[src/rtl/ctwl_pkg.sv]
`timescale 1ns / 1ps
`default_nettype none
// ----------------------------------------------------------------------------
// ctwl_pkg: connection table lookup types and constants
// Shared item formats, mode and status codes, and the per-cell entry record.
// ----------------------------------------------------------------------------
package ctwl_pkg;

   localparam int ENTRIES_DEFAULT = 16;
   localparam int ID_W            = 4;
   localparam int ADDR_W          = 32;
   localparam int PORT_W          = 16;

   typedef enum logic [2:0] {
      MODE_INSERT    = 3'd0,
      MODE_REMOVE_ID = 3'd1,
      MODE_REMOVE_HD = 3'd2,
      MODE_FIND_ID   = 3'd3,
      MODE_EXACT     = 3'd4,
      MODE_WILD      = 3'd5
   } mode_type;

   typedef enum logic [1:0] {
      ST_OK        = 2'd0,
      ST_NOT_FOUND = 2'd1,
      ST_FULL      = 2'd2,
      ST_EMPTY     = 2'd3
   } status_type;

   typedef enum logic [1:0] {
      CTL_IDLE = 2'd0,
      CTL_LOOK = 2'd1,
      CTL_PICK = 2'd2
   } ctl_state_type;

   typedef struct packed {
      logic [2:0]        mode;
      logic [ID_W-1:0]   entry_id;
      logic [ADDR_W-1:0] local_addr;
      logic [PORT_W-1:0] local_port;
      logic [ADDR_W-1:0] foreign_addr;
      logic [PORT_W-1:0] foreign_port;
   } req_type;

   typedef struct packed {
      logic            found;
      logic [ID_W-1:0] match_id;
      logic [1:0]      wild_count;
      logic [1:0]      status;
   } rsp_type;

   typedef struct packed {
      logic [ID_W-1:0]   entry_id;
      logic [ADDR_W-1:0] local_addr;
      logic [PORT_W-1:0] local_port;
      logic [ADDR_W-1:0] foreign_addr;
      logic [PORT_W-1:0] foreign_port;
   } entry_type;

   typedef struct packed {
      logic id_hit;
      logic exact_hit;
      logic wild0;
      logic wild1;
      logic wild2;
   } cell_flags_type;

   typedef struct packed {
      logic load;
      logic shift;
   } cell_ctl_type;

endpackage
`default_nettype wire

[src/rtl/ctwl_cell.sv]
`timescale 1ns / 1ps
`default_nettype none
// ----------------------------------------------------------------------------
// ctwl_cell: one table slot
// Holds one entry, compares it against the current item, takes a new entry
// on insert or its upper neighbor's entry when the table closes a gap.
// ----------------------------------------------------------------------------
module ctwl_cell #(
   parameter int ENTRIES = ctwl_pkg::ENTRIES_DEFAULT,
   parameter int INDEX   = 0,
   localparam int CNT_W  = $clog2(ENTRIES + 1)
) (
   input  wire                       clock,
   input  wire ctwl_pkg::req_type    cmd,
   input  wire [CNT_W-1:0]           count,
   input  wire ctwl_pkg::cell_ctl_type ctl,
   input  wire ctwl_pkg::entry_type  upper,
   output ctwl_pkg::entry_type       entry,
   output ctwl_pkg::cell_flags_type  flags
);

   ctwl_pkg::entry_type      entry_ff, entry_in;
   ctwl_pkg::cell_flags_type flags_ff, flags_in;

   logic       live;
   logic       lz_e, lz_q, fz_e, fz_q;
   logic       skip;
   logic [1:0] wild;

   assign live = CNT_W'(INDEX) < count;

   always_comb begin
      lz_e = entry_ff.local_addr == '0;
      lz_q = cmd.local_addr == '0;
      fz_e = entry_ff.foreign_addr == '0;
      fz_q = cmd.foreign_addr == '0;
      skip = (entry_ff.local_port != cmd.local_port)
           || (!lz_e && !lz_q && entry_ff.local_addr != cmd.local_addr)
           || (!fz_e && !fz_q && (entry_ff.foreign_addr != cmd.foreign_addr
                                  || entry_ff.foreign_port != cmd.foreign_port));
      wild = {1'b0, lz_e ^ lz_q} + {1'b0, fz_e ^ fz_q};

      flags_in.id_hit    = live && entry_ff.entry_id == cmd.entry_id;
      flags_in.exact_hit = live && entry_ff.local_port == cmd.local_port
                           && entry_ff.local_addr == cmd.local_addr
                           && entry_ff.foreign_addr == cmd.foreign_addr
                           && entry_ff.foreign_port == cmd.foreign_port;
      flags_in.wild0     = live && !skip && wild == 2'd0;
      flags_in.wild1     = live && !skip && wild == 2'd1;
      flags_in.wild2     = live && !skip && wild == 2'd2;

      entry_in = entry_ff;
      if (ctl.load && count == CNT_W'(INDEX)) begin
         entry_in.entry_id     = cmd.entry_id;
         entry_in.local_addr   = cmd.local_addr;
         entry_in.local_port   = cmd.local_port;
         entry_in.foreign_addr = cmd.foreign_addr;
         entry_in.foreign_port = cmd.foreign_port;
      end else if (ctl.shift) begin
         entry_in = upper;
      end
   end

   always_ff @(posedge clock) begin
      entry_ff <= entry_in;
      flags_ff <= flags_in;
   end

   assign entry = entry_ff;
   assign flags = flags_ff;

endmodule
`default_nettype wire

[src/rtl/connection_table_wildcard_lookup.sv]
`timescale 1ns / 1ps
`default_nettype none
// ----------------------------------------------------------------------------
// connection_table_wildcard_lookup: ordered connection table
// Insert, remove, find and exact or wildcard lookup over a row of cells.
//
//   channel  direction  payload      handshake
//   req      in         req_type     req_valid / req_ready
//   rsp      out        rsp_type     rsp_valid / rsp_ready
//
// Each item goes through a compare step that registers every cell's compare flags,
// then a select step that picks the first hit across the row and updates the cells.
// A new item is taken in the cycle the previous one finishes.
// Reset empties the table; entry contents are not cleared.
// A result waiting on rsp_ready holds the finishing step; nothing else stalls.
// ----------------------------------------------------------------------------
module connection_table_wildcard_lookup #(
   parameter int ENTRIES = ctwl_pkg::ENTRIES_DEFAULT
) (
   input  wire                    clock,
   input  wire                    reset,
   input  wire                    req_valid,
   output logic                   req_ready,
   input  wire ctwl_pkg::req_type req_data,
   output logic                   rsp_valid,
   input  wire                    rsp_ready,
   output ctwl_pkg::rsp_type      rsp_data
);

   localparam int CNT_W = $clog2(ENTRIES + 1);

   ctwl_pkg::ctl_state_type state_ff, state_in;
   ctwl_pkg::req_type       cmd_ff, cmd_in;
   ctwl_pkg::rsp_type       rsp_ff, rsp_in;
   ctwl_pkg::rsp_type       result;
   ctwl_pkg::cell_ctl_type  cctl;
   logic                    rsp_valid_ff, rsp_valid_in;
   logic [CNT_W-1:0]        count_ff, count_in;

   ctwl_pkg::entry_type      entries [ENTRIES];
   ctwl_pkg::cell_flags_type flags   [ENTRIES];
   logic [ENTRIES-1:0]       id_vec, ex_vec, w0_vec, w1_vec, w2_vec;
   logic [ENTRIES-1:0]       sel, first, mask;
   logic [1:0]               wsel;
   logic [ctwl_pkg::ID_W-1:0] mid;
   logic                     hit, full, finish, accept, out_free;

   genvar g;
   generate
      for (g = 0; g < ENTRIES; g++) begin : g_cell
         ctwl_pkg::cell_ctl_type ctl_g;
         assign ctl_g.load  = cctl.load;
         assign ctl_g.shift = cctl.shift && mask[g];
         if (g == ENTRIES - 1) begin : g_last
            ctwl_cell #(.ENTRIES(ENTRIES), .INDEX(g)) u_cell (
               .clock(clock), .cmd(cmd_ff), .count(count_ff), .ctl(ctl_g),
               .upper(entries[g]), .entry(entries[g]), .flags(flags[g])
            );
         end else begin : g_mid
            ctwl_cell #(.ENTRIES(ENTRIES), .INDEX(g)) u_cell (
               .clock(clock), .cmd(cmd_ff), .count(count_ff), .ctl(ctl_g),
               .upper(entries[g+1]), .entry(entries[g]), .flags(flags[g])
            );
         end
         assign id_vec[g] = flags[g].id_hit;
         assign ex_vec[g] = flags[g].exact_hit;
         assign w0_vec[g] = flags[g].wild0;
         assign w1_vec[g] = flags[g].wild1;
         assign w2_vec[g] = flags[g].wild2;
      end
   endgenerate

   assign out_free = !rsp_valid_ff || rsp_ready;
   assign finish   = state_ff == ctwl_pkg::CTL_PICK && out_free;
   assign req_ready = state_ff == ctwl_pkg::CTL_IDLE || finish;
   assign accept   = req_valid && req_ready;
   assign full     = count_ff == CNT_W'(ENTRIES);

   always_comb begin
      wsel = 2'd0;
      sel  = '0;
      unique case (cmd_ff.mode)
         ctwl_pkg::MODE_REMOVE_ID,
         ctwl_pkg::MODE_FIND_ID:   sel = id_vec;
         ctwl_pkg::MODE_EXACT:     sel = ex_vec;
         ctwl_pkg::MODE_REMOVE_HD: sel = ENTRIES'(count_ff != '0);
         ctwl_pkg::MODE_WILD: begin
            if (|w0_vec) begin
               sel = w0_vec;
            end else if (|w1_vec) begin
               sel  = w1_vec;
               wsel = 2'd1;
            end else begin
               sel  = w2_vec;
               wsel = 2'd2;
            end
         end
         default: sel = '0;
      endcase
      hit   = |sel;
      first = sel & (~sel + ENTRIES'(1));
      mask  = ~(first - ENTRIES'(1));
      mid   = '0;
      for (int i = 0; i < ENTRIES; i++) begin
         mid = mid | (entries[i].entry_id & {ctwl_pkg::ID_W{first[i]}});
      end
   end

   always_comb begin
      result.found      = 1'b0;
      result.match_id   = '0;
      result.wild_count = 2'd0;
      result.status     = ctwl_pkg::ST_NOT_FOUND;
      cctl.load         = 1'b0;
      cctl.shift        = 1'b0;
      count_in          = count_ff;
      unique case (cmd_ff.mode)
         ctwl_pkg::MODE_INSERT: begin
            if (full) begin
               result.status = ctwl_pkg::ST_FULL;
            end else begin
               result.status = ctwl_pkg::ST_OK;
               cctl.load     = finish;
               count_in      = count_ff + CNT_W'(1);
            end
         end
         ctwl_pkg::MODE_REMOVE_ID,
         ctwl_pkg::MODE_REMOVE_HD: begin
            if (hit) begin
               result.found    = 1'b1;
               result.match_id = mid;
               result.status   = ctwl_pkg::ST_OK;
               cctl.shift      = finish;
               count_in        = count_ff - CNT_W'(1);
            end else if (cmd_ff.mode == ctwl_pkg::MODE_REMOVE_HD) begin
               result.status = ctwl_pkg::ST_EMPTY;
            end
         end
         ctwl_pkg::MODE_FIND_ID,
         ctwl_pkg::MODE_EXACT,
         ctwl_pkg::MODE_WILD: begin
            if (hit) begin
               result.found      = 1'b1;
               result.match_id   = mid;
               result.status     = ctwl_pkg::ST_OK;
               result.wild_count = wsel;
            end
         end
         default: result.status = ctwl_pkg::ST_NOT_FOUND;
      endcase
   end

   always_comb begin
      state_in     = state_ff;
      cmd_in       = accept ? req_data : cmd_ff;
      rsp_in       = finish ? result : rsp_ff;
      rsp_valid_in = finish ? 1'b1 : (rsp_valid_ff && !rsp_ready);
      unique case (state_ff)
         ctwl_pkg::CTL_IDLE: if (accept) state_in = ctwl_pkg::CTL_LOOK;
         ctwl_pkg::CTL_LOOK: state_in = ctwl_pkg::CTL_PICK;
         ctwl_pkg::CTL_PICK: begin
            if (finish) state_in = accept ? ctwl_pkg::CTL_LOOK : ctwl_pkg::CTL_IDLE;
         end
         default: state_in = ctwl_pkg::CTL_IDLE;
      endcase
   end

   always_ff @(posedge clock) begin
      if (reset) begin
         state_ff     <= ctwl_pkg::CTL_IDLE;
         rsp_valid_ff <= 1'b0;
         count_ff     <= '0;
      end else begin
         state_ff     <= state_in;
         rsp_valid_ff <= rsp_valid_in;
         if (finish) count_ff <= count_in;
      end
   end

   always_ff @(posedge clock) begin
      cmd_ff <= cmd_in;
      rsp_ff <= rsp_in;
   end

   assign rsp_valid = rsp_valid_ff;
   assign rsp_data  = rsp_ff;

   a_count_range: assert property (@(posedge clock) disable iff (reset)
      count_ff <= CNT_W'(ENTRIES))
      else $error("entry count beyond table size");

   a_first_onehot: assert property (@(posedge clock) disable iff (reset)
      $onehot0(first))
      else $error("more than one cell selected");

   a_found_ok: assert property (@(posedge clock) disable iff (reset)
      rsp_valid && rsp_data.found |-> rsp_data.status == ctwl_pkg::ST_OK)
      else $error("found result without ok status");

   a_wild_found: assert property (@(posedge clock) disable iff (reset)
      rsp_valid && rsp_data.wild_count != 2'd0 |-> rsp_data.found)
      else $error("wildcard count on a miss");

   a_pick_after_look: assert property (@(posedge clock) disable iff (reset)
      state_ff == ctwl_pkg::CTL_LOOK |=> state_ff == ctwl_pkg::CTL_PICK)
      else $error("compare step not followed by select step");

endmodule
`default_nettype wire

[config.mk]
export PLATFORM = sky130hd
export DESIGN_NAME = connection_table_wildcard_lookup
export DESIGN_NICKNAME = d
export VERILOG_FILES = /design/src/rtl/ctwl_pkg.sv /design/src/rtl/ctwl_cell.sv /design/src/rtl/connection_table_wildcard_lookup.sv
export SDC_FILE = /design/constraint.sdc
export NUM_CORES = 2
export LEC_CHECK = 0
export ABC_AREA = 1
export CAP_MARGIN = 20
export CORE_MARGIN = 4
export CORE_UTILIZATION = 55
export CTS_BUF_LIST = sky130_fd_sc_hd__clkbuf_16
export DETAILED_ROUTE_END_ITERATION = 8
export DONT_BUFFER_PORTS = 1
export PLACE_DENSITY = 0.7
export SYNTH_ARGS = -nofsm -noshare
export SYNTH_HDL_FRONTEND = slang
export SYNTH_SLANG_ARGS = --single-unit
[constraint.sdc]
create_clock -name clock -period 28.9 [get_ports clock]
set_input_delay 4.335 -clock clock [delete_from_list [all_inputs] [get_ports clock]]
set_output_delay 4.335 -clock clock [all_outputs]
set_load 0.02 [all_outputs]
==> flow_summary.json <==
{
  "port-buffer-count": 0,
  "die_area_um2": 178000,
  "seqCellArea_um2": 53200,
  "die_width_um": 422,
  "synthFlopType": "edfxtp_1",
  "cp_cell_sequence": "nor2_1 > a21oi_1",
  "power.leakage_uw": 0.0369,
  "ctsHoldBuffers": 0,
  "max_slew.worst_pin.slew_ns": 1.34,
  "relSlewSlack": 0.101,
  "start_kind": "input pin",
  "cts_tree": "yes",
  "wl_per_cell_um": 29.7,
  "ys_types": 60,
  "cts_buffers": 194,
  "skew_ns": 0.0380,
  "place_congestion": 1.04,
  "antenna_found_initial": 14,
  "p_per_area_nw_per_um2": 55.2,
  "power_uw": 5680,
  "drtIter0Drc": 9054,
  "hold_path_class": "reg2reg",
  "synth.avg_cell_area_um2": 10.1,
  "path_buf_inv": 0,
  "ant_nets": 0,
  "n_fill_cell": 13700,
  "post-route-min-period_ns": 9.17,
  "cts_sinks": 1800,
  "dp_cells": 11200,
  "finalSetupTns_ns": 0,
  "clk_pin_slew_ns": 0.06,
  "syn_to_final_growth_pct": 9.00,
  "stdcell_count": 11500,
  "syn-cell-area_um2": 94400,
  "yosysSeqAreaShare": 0.563,
  "drive_above_1_share": 0.0883,
  "max_stage_delay_ns": 0.45,
  "vias": 73000,
  "synth-warning-count": 0,
  "std_cell_rows": 151,
  "grt_pass1_wl_um": 485000,
  "ctsHtreeMaxLevel": 4,
  "synthArstFlopShare": 0,
  "cp_top_family": "compound AO/OA/AOI/OAI gates",
  "postCtsSetupBuffers": 0,
  "max-cap-violations": 0,
  "worst_ir_drop_vdd_mv": 0.0710,
  "grt_pass1_vias": 69800,
  "post-dp-hpwl_um": 245000,
  "crit_type": "in2out",
  "multiInputGateArea_um2": 37600,
  "max_freq_ghz": 0.109,
  "drv_slew": 0,
  "grt_max_degree": 202,
  "fin_util": 0.605,
  "drc_errors": 0,
  "syn_nets": 9570,
  "insertion_delay_ns": 0.86,
  "min_period_over_period": 0.317,
  "clockRootBuffer": "clkbuf_16",
  "fin_nets": 9317,
  "synth_enable_flop_cells": 1712,
  "hold_violations": 0,
  "grt_setup_unrepaired": "false",
  "syn_inst": 9394,
  "cp.arrival_ns": 4.83,
  "required_ns": 24.57,
  "start_util": 0.555,
  "io_pins": 118,
  "globalRouteTotalUtil": 0.376,
  "cpMaxStageDelayCell": "a21oi_1",
  "status": "complete, no violations",
  "cts_buffer_depth": 3,
  "drtPass1Iterations": 6,
  "cp_max_fo": 3,
  "grt-ovfl-total": 0,
  "setup_viol": 0,
  "coreArea_um2": 170000,
  "die_y_um": 422,
  "routed_via_density": 6.33,
  "end_kind": "primary output",
  "drt_wl_total_um": 342000,
  "cts_resized": 0,
  "synth_seq_cells": 1800
}
==> stage by stage <==
stage               hold slack [ns]  worst slack, ns  area (um2)
global route                  0.470            19.70      103000
CTS                           0.446            19.72      103000
finish                        0.432            19.73      103000
floorplan                     0.421            15.81       94400
detailed placement            0.456            19.73       96500
global placement              0.451            19.71       96500
==> cells in the mapped netlist, types with 108 or more instances <==
| cell type | instances | area [um2] |
|---|---|---|
| nand2_1 | 2112 | 7930 |
| edfxtp_1 | 1712 | 51400 |
| o21ai_0 | 1542 | 7720 |
| xnor2_1 | 931 | 8150 |
| clkbuf_1 | 517 | 1940 |
| nor4_1 | 377 | 2360 |
| nand4_1 | 345 | 2160 |
| inv_1 | 270 | 1010 |
| xor2_1 | 261 | 2290 |
| nor2_1 | 205 | 769 |
| or2_2 | 204 | 1280 |
| nand3_1 | 142 | 711 |
| buf_2 | 108 | 541 |
==> placed cells by master, fill, tap and decap left out, types with 8 or more instances in the layout <==
cell type / n
nand4_1: 345
o221ai_1: 12
nand2_1: 2109
edfxtp_1: 1712
nand2_4: 10
a21oi_1: 26
nand2_2: 14
o21ai_0: 1538
o2111ai_1: 65
clkinv_1: 63
a22o_1: 15
clkinv_2: 39
nor4_1: 374
or4_1: 20
a22oi_1: 13
a221oi_1: 20
ha_1: 69
clkbuf_16: 200
o22ai_1: 32
or3_1: 9
nor3_1: 79
nor3b_1: 8
nand3_1: 133
nor2_4: 11
nand3b_1: 11
bufinv_16: 21
o211ai_1: 13
xor2_1: 261
o21ai_4: 13
nand3_4: 10
buf_4: 232
nor2_1: 204
xnor2_1: 931
inv_1: 295
dfxtp_1: 88
inv_2: 13
or2_2: 204
==> report_power, final <==
group | switching (uW) | internal [uW] | leakage, uW | total (uW)
combinational | 245 | 92.0 | 0.0175 | 337
clock | 1070 | 1440 | 0.00320 | 2510
sequential | 6.30 | 2830 | 0.0162 | 2830
total | 1320 | 4360 | 0.0369 | 5680
==> per-layer routing <==
metal	vias up	wire length (um)	track usage
li1	32600	-	-
met1	35200	114000	0.422
met2	4082	160000	0.613
met3	1119	29500	0.0647
met4	6	38000	0.341
met5	-	42	0
==> cells by family (layout without fill, tap and decap cells) <==
group | after synthesis | count (layout) | synth area share
flops | 1800 | 1800 | 0.563
other cells | 0 | 7 | 0
xor+xnor | 1192 | 1192 | 0.111
buf+inv | 987 | 892 | 0.0412
compound gates | 1777 | 1777 | 0.101
simple gates | 3569 | 3569 | 0.175
fa+ha+maj | 69 | 69 | 0.00914
==> cell type report <==
type,count,area share
Timing Repair Buffer,244,0.0186
Clock inverter,154,0.0127
Inverter,294,0.0107
Clock buffer,200,0.0486
Sequential cell,1800,0.517
Multi-Input combinational cell,6607,0.366
Antenna cell,7,0.000170
Tap cell,2218,0.0270
==> flip-flops by register name, indices dropped and copies added (netlist names) <==
signal,count
count_ff,5
rsp_valid,1
g_cell.g_last.u_cell.entry,100
state_ff,2
g_cell.g_last.u_cell.flags,5
g_cell.g_mid.u_cell.entry,1500
cmd_ff,103
rsp_data,9
g_cell.g_mid.u_cell.flags,75
==> final timing paths <==
kind                                                       from                                end  slack (ns)  depth (start not counted)
worst max-delay path                                  rsp_ready                          req_ready       19.73                          2
worst min-delay path                                state_ff[0]                        state_ff[1]        0.43                          1
worst max register to register  g_cell[9].g_mid.u_cell.flags[1]  g_cell[14].g_mid.u_cell.entry[96]       23.73                         17
worst min register to register                      state_ff[0]                        state_ff[1]        0.43                          1
Power figures use the tool's default switching activity.
